<file path="src/design/dvft_pkg.sv">
`timescale 1ns / 1ps
// ----------------------------------------------------------------------------
// dvft_pkg
// shared types and constants for the distinct value frequency table
// ----------------------------------------------------------------------------
package dvft_pkg;

    localparam int VALUE_W = 32;
    localparam int OCC_W   = 16;

    typedef struct packed {
        logic               vld;
        logic [VALUE_W-1:0] value;
    } tok_t;

    typedef enum logic [1:0] {
        ST_COLLECT,
        ST_DRAIN,
        ST_EMIT
    } state_t;

endpackage

</file>
<file path="src/design/dvft_cell.sv">
`timescale 1ns / 1ps
// ----------------------------------------------------------------------------
// dvft_cell
// one table entry: matches or claims a passing value, shifts out on emission
// ----------------------------------------------------------------------------
module dvft_cell
    import dvft_pkg::*;
#(
    parameter int COUNT_WIDTH = 16
)
(
    input  logic                   clk,
    input  logic                   rst_n,
    input  logic                   shift,
    input  tok_t                   tok_in,
    output tok_t                   tok_out,
    input  logic                   nb_occ,
    input  logic [VALUE_W-1:0]     nb_value,
    input  logic [COUNT_WIDTH-1:0] nb_count,
    output logic                   occ,
    output logic [VALUE_W-1:0]     value,
    output logic [COUNT_WIDTH-1:0] count
);

    logic                   occ_reg;
    logic                   occ_next;
    logic [VALUE_W-1:0]     value_reg;
    logic [VALUE_W-1:0]     value_next;
    logic [COUNT_WIDTH-1:0] count_reg;
    logic [COUNT_WIDTH-1:0] count_next;
    logic                   tok_vld_reg;
    logic                   tok_vld_next;
    logic [VALUE_W-1:0]     tok_value_reg;

    always_comb
    begin
        occ_next     = occ_reg;
        value_next   = value_reg;
        count_next   = count_reg;
        tok_vld_next = 1'b0;
        if (shift)
        begin
            occ_next   = nb_occ;
            value_next = nb_value;
            count_next = nb_count;
        end
        else if (tok_in.vld)
        begin
            if (occ_reg && (value_reg == tok_in.value))
            begin
                // saturating hit
                if (count_reg != {COUNT_WIDTH{1'b1}})
                begin
                    count_next = count_reg + COUNT_WIDTH'(1);
                end
            end
            else if (!occ_reg)
            begin
                occ_next   = 1'b1;
                value_next = tok_in.value;
                count_next = COUNT_WIDTH'(1);
            end
            else
            begin
                tok_vld_next = 1'b1;
            end
        end
    end

    always_ff @(posedge clk or negedge rst_n)
    begin
        if (!rst_n)
        begin
            occ_reg     <= 1'b0;
            tok_vld_reg <= 1'b0;
        end
        else
        begin
            occ_reg     <= occ_next;
            tok_vld_reg <= tok_vld_next;
        end
    end

    always_ff @(posedge clk)
    begin
        value_reg     <= value_next;
        count_reg     <= count_next;
        tok_value_reg <= tok_in.value;
    end

    assign tok_out.vld   = tok_vld_reg;
    assign tok_out.value = tok_value_reg;
    assign occ           = occ_reg;
    assign value         = value_reg;
    assign count         = count_reg;

endmodule

</file>
<file path="config.mk">
export PLATFORM = sky130hd
export DESIGN_NAME = dvft_cell
export DESIGN_NICKNAME = d
export VERILOG_FILES = /design/src/design/dvft_pkg.sv /design/src/design/dvft_cell.sv
export SDC_FILE = /design/constraint.sdc
export NUM_CORES = 1
export LEC_CHECK = 0
export BUFFER_PORTS_ARGS = -buffer_cell sky130_fd_sc_hd__buf_2
export CAP_MARGIN = 20
export CORE_MARGIN = 2
export CORE_UTILIZATION = 41
export DETAILED_ROUTE_END_ITERATION = 16
export GPL_TIMING_DRIVEN = 0
export PLACE_DENSITY_LB_ADDON = 0.12
export SLEW_MARGIN = 20
export SYNTH_ARGS = -nofsm -noshare
export SYNTH_HDL_FRONTEND = slang
export SYNTH_SLANG_ARGS = --single-unit
</file>
<file path="constraint.sdc">
create_clock -name clk -period 1.8 [get_ports clk]
set_input_delay 0.36 -clock clk [delete_from_list [all_inputs] [get_ports clk]]
set_output_delay 0.36 -clock clk [all_outputs]
set_load 0.01 [all_outputs]
</file>
==> metrics.cfg, run 1 <==
[status]
status=complete, but fails checks
violations=setup timing

[sta]
clock_skew_ns=0.0131
hold_slack_ns=0.139
fmax_ghz=0.519
final_hold_viol_count=0
slew_headroom_pct=43.7
worstMarginPinSlew_ns=0.845
setup_viol=30
timing.final.ws_setup_ns=-0.128
finalCritPeriodShare_pct=107
rsz0062_at_grt=true
fin_setup_tns_ns=-2.46
period_needed_ns=1.93
finalMaxSlewViolations=0

[placed_design]
dpl-instance-area_mm2=0.00431
post-place-ws_ns=-0.374
dp_cells=513
dpl.hpwl_um=5930
io_buffers=165
place_congestion=0.766

[routing]
firstDrtPassIters=4
drt-initial-drc-count=65
drt-total-wl_um=8180
num_vias=2560
routed_via_density=4.79
ant_nets=0
wire_per_inst_um=15.3
drc=0

[job]
cap_violations=0

[power_and_ir_drop]
power_density_mw_per_mm2=875
power_mw=4.08
power_leakage_nw=1.97
ir_drop_uv=501

[synth]
synth_cell_types=28
synth-adder-area-share_pct=0.374
synth-xor-area-share_pct=12.0
synth_edf_count=48
synth_area_leaders=edfxtp_1 (43%), dfxtp_1 (19%), mux2_2 (11%)
synth_compound_area_share_pct=3.29
syn-num-nets=332
syn_inst=246
ys_seq_elements=82
synth_common_cells=edfxtp_1 (48), xnor2_1 (40), dfxtp_1 (32), mux2_2 (32), nand2_1 (20)
synth_area_mm2=0.00334
synth_ff_type=edfxtp_1
yosys.area.top_type=edfxtp_1
synth_top_family_by_area=XOR/XNOR gates
async_flop_share_pct=2.44
synth_top_area_share_pct=43.1
ys_seq_area_share_pct=63.7
syn_avg_cell_area_um2=13.6
yosysWarnings=0
synth_mux_area_share_pct=10.8
synthSimpleGateAreaFrac_pct=8.27
synth_most_common_cell=edfxtp_1

[floorplan]
fp.dieW_um=94.3
ios=167
rows=32
die_area_mm2=0.00890
core-area_mm2=0.00781
initial_utilization_pct=42.8
dieHeight_um=94.3

[worst_setup_path]
worst_path_max_delay_cell=edfxtp_1
ff2ff_setup_slack_ns=-0.13
worst-path-buf-inv=0
cp-start-kind=flip-flop
worstPathMaxFanout=8
crit_chain=xnor2_1 -> nand4_1 -> nor4_4 -> and2_4 -> a31o_4
crit_family=simple AND/OR/NAND/NOR gates
path_depth=5
critPathMaxStageDelay_ns=0.41
r2r-start=value[9]
r2r_end=count[11]
crit_required_ns=1.86
crit_type=flip-flop to flip-flop
arrival_ns=1.99
cp-end-kind=flip-flop
reg2reg_depth=5

[grt]
gr-total-overflow=0
met2_usage_pct=30.4
grt_pass1_vias=2477
grt_start_max_net_pins=35
antenna_found_initial=1
grt_first_pass_wirelength_um=12200
grt.total_usage_pct=18.4
grtUsageMet3_pct=6.18
grt_busiest_layer=met2
grt_util_met1_pct=22.6

[clock_tree]
clockRootBuffer=clkbuf_8
cts-buffers-inserted=9
ctsLongestPathBuffers=2
tritoncts=built
htreeDepth=3
clk_pin_slew_ns=0.09
clkSinkCount=82
clk_latency_ns=0.35

[cells_and_area]
final_nets=514
stdcell_count=535
syn_to_final_growth_pct=39.3
layout-drive-gt1-share_pct=56.6
fin_area_mm2=0.00466
diodes=0
final_util_pct=59.7

[worst_hold_path]
whs_path_depth=1
hold_end=tok_value_reg[18]
min_path_type=input pin to flip-flop
hp-start=tok_in[18]

==> worst max-delay path by stage <==
| stage | startpoint | to | slack [ns] |
|---|---|---|---|
| after floorplan | value[17] | count[0] | 0.002 |
| after global placement | tok_in[6] | count[6] | -0.38 |
| after detailed placement | tok_in[6] | count[5] | -0.37 |
| after CTS | value[12] | count[4] | -0.15 |
| after global routing | value[1] | count[2] | -0.27 |
| final | value[9] | count[11] | -0.13 |
==> cell families after synthesis <==
kind of cell | Yosys count
AO/OA/AOI/OAI | 19
adder cells (fa/ha/maj) | 1
AND/OR/NAND/NOR | 54
buffers and inverters | 12
flip-flops | 82
XOR/XNOR | 46
multiplexers | 32
==> what timing repair did <==
item                                   in CTS  in global routing
endpoints found under the hold margin       2                  0
cloned                                      1                  1
gates resized for setup                    17                 12
pin swaps                                  15                 22
setup endpoints to repair                  32                 32
hold buffers                                1                  0
buffers inserted                            3                  0
==> metal layers <==
| metal | part of all wire [%] | up-vias |
|---|---|---|
| met5 | 0.18 | - |
| met1 | 43 | 1180 |
| li1 | - | 1256 |
| met4 | 1.3 | 2 |
| met3 | 8.5 | 11 |
| met2 | 47 | 111 |
==> cell type report <==
cell class | count | area (um^2)
Multi-Input combinational cell | 153 | 1270
Clock inverter | 7 | 53.8
Inverter | 4 | 15.0
Fill cell | 699 | 3150
Timing Repair Buffer | 170 | 887
Tap cell | 102 | 128
Clock buffer | 9 | 124
Sequential cell | 82 | 2130
Buffer | 8 | 45.0
==> cells in the final DEF, fill, tap and decap left out, types with 9 or more instances in the layout <==
master | Yosys | routed
dfxtp_1 | 32 | 32
nand2_1 | 20 | 20
o21ai_2 | 0 | 14
nor2_1 | 10 | 9
clkbuf_8 | 0 | 9
edfxtp_1 | 48 | 48
mux2_2 | 32 | 32
nand4_1 | 12 | 12
xnor2_1 | 40 | 40
buf_2 | 1 | 165
==> where the power goes <==
part / switching, mW / total (mW) / internal [mW]
registers: 0.0843 / 2.23 / 2.14
logic: 0.317 / 0.627 / 0.310
clock network: 0.715 / 1.22 / 0.508
total: 1.12 / 4.08 / 2.96
Power figures use the tool's default switching activity.
==> run 2, diff against run 1 <==
--- a/config.mk
+++ b/config.mk
@@ -12,6 +12,7 @@
 export DETAILED_ROUTE_END_ITERATION = 16
 export GPL_TIMING_DRIVEN = 0
 export PLACE_DENSITY_LB_ADDON = 0.12
+export SKIP_CTS_REPAIR_TIMING = 1
 export SLEW_MARGIN = 20
 export SYNTH_ARGS = -nofsm -noshare
 export SYNTH_HDL_FRONTEND = slang
==> metrics.cfg, run 2 (synthesis gave the netlist of run 1 again) <==
[clock_tree]
clkSinkCount=82
clk_pin_slew_ns=0.09
clockRootBuffer=clkbuf_8
clk_latency_ns=0.35
htreeDepth=3
cts-buffers-inserted=9
tritoncts=built
ctsLongestPathBuffers=2

[grt]
grt_pass1_vias=2429
grt_start_max_net_pins=34
grt_first_pass_wirelength_um=11800
gr-total-overflow=0
grt.total_usage_pct=17.7
antenna_found_initial=1

[worst_setup_path]
cp-end-kind=flip-flop
worst_path_max_delay_cell=edfxtp_1
cp-start-kind=flip-flop
ff2ff_setup_slack_ns=-0.11
worst-path-buf-inv=0
critPathMaxStageDelay_ns=0.41
crit_type=flip-flop to flip-flop
r2r-start=value[12]
worstPathMaxFanout=8
reg2reg_depth=5
crit_chain=xnor2_1 -> nand4_1 -> nor4_4 -> and2_4 -> a31o_4
crit_family=simple AND/OR/NAND/NOR gates
crit_required_ns=1.86
arrival_ns=1.97
r2r_end=count[2]

[sta]
setup_viol=24
worstMarginPinSlew_ns=0.821
fin_setup_tns_ns=-1.85
finalCritPeriodShare_pct=106
period_needed_ns=1.91
final_hold_viol_count=0
timing.final.ws_setup_ns=-0.114
fmax_ghz=0.522
clock_skew_ns=0.0122
rsz0062_at_grt=true
slew_headroom_pct=45.3
finalMaxSlewViolations=0

[placed_design]
post-place-ws_ns=-0.374
dpl.hpwl_um=5930
io_buffers=165
place_congestion=0.766

[routing]
firstDrtPassIters=4
routed_via_density=4.75
num_vias=2542
drt-initial-drc-count=39
dr.max_layer_used=met5
met2_length_um=3700
wl_met3_um=707
drc=0
ant_nets=0
drt-total-wl_um=8000
m1WireLength_um=3450
wire_per_inst_um=14.9

[cells_and_area]
layout-drive-gt1-share_pct=55.7
final_nets=514
final_util_pct=59.2
mostFrequentLayoutCells=buf_2 (165), edfxtp_1 (48), xnor2_1 (40)
diodes=0
layout_commonest_cell=buf_2
n_fill_cell=712
syn_to_final_growth_pct=38.3

[power_and_ir_drop]
power_leakage_nw=1.97
ir_drop_uv=502
power_density_mw_per_mm2=880

[worst_hold_path]
min_path_type=input pin to flip-flop
hold_end=tok_value_reg[1]
hp-start=tok_in[1]
whs_path_depth=1

[floorplan]
rows=32
fp.dieW_um=94.3
dieHeight_um=94.3
die_area_mm2=0.00890
ios=167
initial_utilization_pct=42.8
core-area_mm2=0.00781

[job]
cap_violations=0

[status]
violations=setup timing
status=complete, but fails checks

-- run 2: worst max-delay path by stage --
stage	start	end	cells past startpoint
after floorplan	value[17]	count[0]	5
after global placement	tok_in[6]	count[6]	6
after detailed placement	tok_in[6]	count[5]	6
after CTS	value[6]	count[2]	5
after global routing	value[0]	count[4]	6
final	value[12]	count[2]	5
-- run 2: through the flow --
step	cell area, um^2	hold slack (ns)	std cells	total power, mW
2_1_floorplan	3350	0.0644	246	2.58
3_3_place_gp	4310	0.161	513	2.87
3_5_place_dp	4310	0.165	513	2.88
4_1_cts	4490	-0.217	529	4.09
5_1_grt	4620	0.120	535	4.25
6_report	4620	0.138	535	4.07
-- run 2: routing by layer --
metal | GRT usage, % | up-vias
met5 | 0 | -
met4 | 6.28 | 2
met3 | 6.18 | 12
met2 | 29.0 | 110
met1 | 21.7 | 1165
li1 | - | 1253
-- run 2: area by class of cell --
| cell class | count | area (um^2) | area share [%] |
|---|---|---|---|
| multi-input cells | 153 | 1260 | 27.3 |
| plain buffers | 8 | 41.3 | 0.893 |
| clock inverters | 7 | 53.8 | 1.16 |
| clock buffers | 9 | 124 | 2.68 |
| well taps | 102 | 128 | 2.76 |
| repair buffers | 170 | 870 | 18.8 |
| inverters | 4 | 15.0 | 0.325 |
| flip-flops and latches | 82 | 2130 | 46.1 |
-- run 2: worst register-to-register path, cell delays in order (launching register included) --
cell	delay, ns
edfxtp_1	0.41
xnor2_1	0.17
nand4_1	0.19
nor4_4	0.39
and2_4	0.24
a31o_4	0.23
-- run 2: power by group --
| part | switching (mW) | leakage [nW] | internal (mW) |
|---|---|---|---|
| Clock | 0.712 | 0.0818 | 0.508 |
| Combinational | 0.314 | 1.10 | 0.309 |
| Sequential | 0.0839 | 0.780 | 2.14 |
==> run 3, diff against run 2 <==
--- a/config.mk
+++ b/config.mk
@@ -7,8 +7,10 @@
 export LEC_CHECK = 0
 export BUFFER_PORTS_ARGS = -buffer_cell sky130_fd_sc_hd__buf_2
 export CAP_MARGIN = 20
+export CELL_PAD_IN_SITES_DETAIL_PLACEMENT = 0
+export CELL_PAD_IN_SITES_GLOBAL_PLACEMENT = 1
 export CORE_MARGIN = 2
-export CORE_UTILIZATION = 41
+export CORE_UTILIZATION = 31
 export DETAILED_ROUTE_END_ITERATION = 16
 export GPL_TIMING_DRIVEN = 0
 export PLACE_DENSITY_LB_ADDON = 0.12
==> metrics.cfg, run 3 (synthesis gave the netlist of run 1 again) <==
[placed_design]
dpl.hpwl_um=6460
io_buffers=165
place_congestion=0.731

[clock_tree]
clockRootBuffer=clkbuf_8
ctsLongestPathBuffers=2
clkSinkCount=82
htreeDepth=3
cts-buffers-inserted=9
tritoncts=built
clk_pin_slew_ns=0.09
clk_latency_ns=0.35

[power_and_ir_drop]
power_leakage_nw=2.01
power.internal_mw=3.29
switching_power_mw=1.09
power_mw=4.38
p_sw_share_pct=24.9
power_density_mw_per_mm2=927
seqPwrFrac_pct=51.0
ir_drop_uv=465
p_clk_share_pct=34.7
pwr-share-comb_pct=14.4

[sta]
clock_skew_ns=0.0113
rsz0062_at_grt=true
fmax_ghz=0.519
worstMarginPinSlew_ns=0.863
finalMaxSlewViolations=0
setup_viol=17
period_needed_ns=1.93
finalCritPeriodShare_pct=107
final_hold_viol_count=0
timing.final.ws_setup_ns=-0.125
slew_headroom_pct=42.5

[cells_and_area]
syn_to_final_growth_pct=41.2
regArea_mm2=0.00213
diodes=0
multi_input_area_mm2=0.00126
final_nets=515
mostFrequentLayoutCells=buf_2 (165), edfxtp_1 (48), xnor2_1 (38)
layout-drive-gt1-share_pct=54.6
layout_commonest_cell=buf_2
n_fill_cell=1023
final_util_pct=45.3

[grt]
grt_first_pass_wirelength_um=13000
grt.total_usage_pct=14.9
gr-total-overflow=0
antenna_found_initial=0
grt_start_max_net_pins=34
grt_pass1_vias=2527

[routing]
num_vias=2519
drt-total-wl_um=8750
ant_nets=0
drc=0
drt-initial-drc-count=74
wire_per_inst_um=15.3
firstDrtPassIters=4
routed_via_density=4.42

[worst_setup_path]
crit_type=flip-flop to flip-flop
worst_path_max_delay_cell=edfxtp_1
critPathMaxStageDelay_ns=0.43
crit_family=simple AND/OR/NAND/NOR gates
cp-start-kind=flip-flop
worst-path-buf-inv=0
worstPathMaxFanout=8
crit_required_ns=1.85
arrival_ns=1.97
crit_chain=xnor2_2 -> nand4_1 -> nor4_4 -> and2_4 -> a31o_4
cp-end-kind=flip-flop

[floorplan]
ios=167
core-area_mm2=0.0104
die_area_mm2=0.0116
initial_utilization_pct=32.1
fp.dieW_um=108
rows=37
dieHeight_um=108

[job]
cap_violations=0

[status]
status=complete, but fails checks
violations=setup timing

[worst_hold_path]
min_path_type=input pin to flip-flop

==> run 3: cell count changes in the layout (fill, tap and decap cells not counted), sizes merged <==
cell,delta
buf,+1
clkinvlp,-3
inv,+1
bufinv,+2
clkbuf,+2
clkinv,-2
==> run 3: final cells by class <==
| type | instances | area share, % |
|---|---|---|
| Clock inverter | 5 | 1.77 |
| Multi-Input combinational cell | 153 | 26.6 |
| Sequential cell | 82 | 45.1 |
| Clock buffer | 11 | 2.99 |
| Buffer | 8 | 0.874 |
| Timing Repair Buffer | 171 | 18.6 |
| Inverter | 4 | 0.318 |
| Tap cell | 136 | 3.60 |
==> run 3: power groups by stage <==
stage               sequential (mW)  combinational (mW)  clock [mW]
finish                         2.23               0.628        1.52
global route                   2.25               0.693        1.65
CTS                            2.23               0.619        1.57
detailed placement             2.28               0.616           0
global placement               2.27               0.615           0
floorplan                      2.34               0.242           0
==> run 3: layer usage <==
metal | up-vias | track usage [%] | wire, um
li1 | 1249 | - | -
met1 | 1164 | 18.2 | 3690
met2 | 97 | 24.3 | 4240
met3 | 9 | 4.96 | 712
met4 | 0 | 5.77 | 104
met5 | - | 0 | 0
==> run 3: worst paths after layout <==
path / startpoint / to / slack (ns) / cells after the start
max reg2reg: value[18] / count[4] / -0.13 / 5
min reg2reg: occ / occ / 0.61 / 2
min in group asynchronous: rst_n / occ / 0.33 / 2
max in group asynchronous: rst_n / tok_vld_reg / 1.37 / 2
min: tok_in[15] / tok_value_reg[15] / 0.14 / 1
max: value[18] / count[4] / -0.13 / 5
==> run 3: per-stage QoR <==
stage | std cells | hold WS [ns] | instance area, um^2 | setup TNS, ns | setup WS, ns
after floorplan | 246 | 0.0644 | 3350 | 0 | 0.00163
after global placement | 547 | 0.152 | 4350 | -12.15 | -0.416
after detailed placement | 547 | 0.150 | 4350 | -14.56 | -0.464
after CTS | 563 | -0.234 | 4580 | -10.84 | -0.429
after global routing | 570 | 0.120 | 4720 | -6.11 | -0.262
final | 570 | 0.143 | 4720 | -1.98 | -0.125
==> run 3: worst register-to-register path, delay by kind of cell, from the launching register on <==
kind | cells | cell delay (ns)
AO/OA/AOI/OAI | 1 | 0.24
flip-flops | 1 | 0.43
XOR/XNOR | 1 | 0.16
AND/OR/NAND/NOR | 3 | 0.79
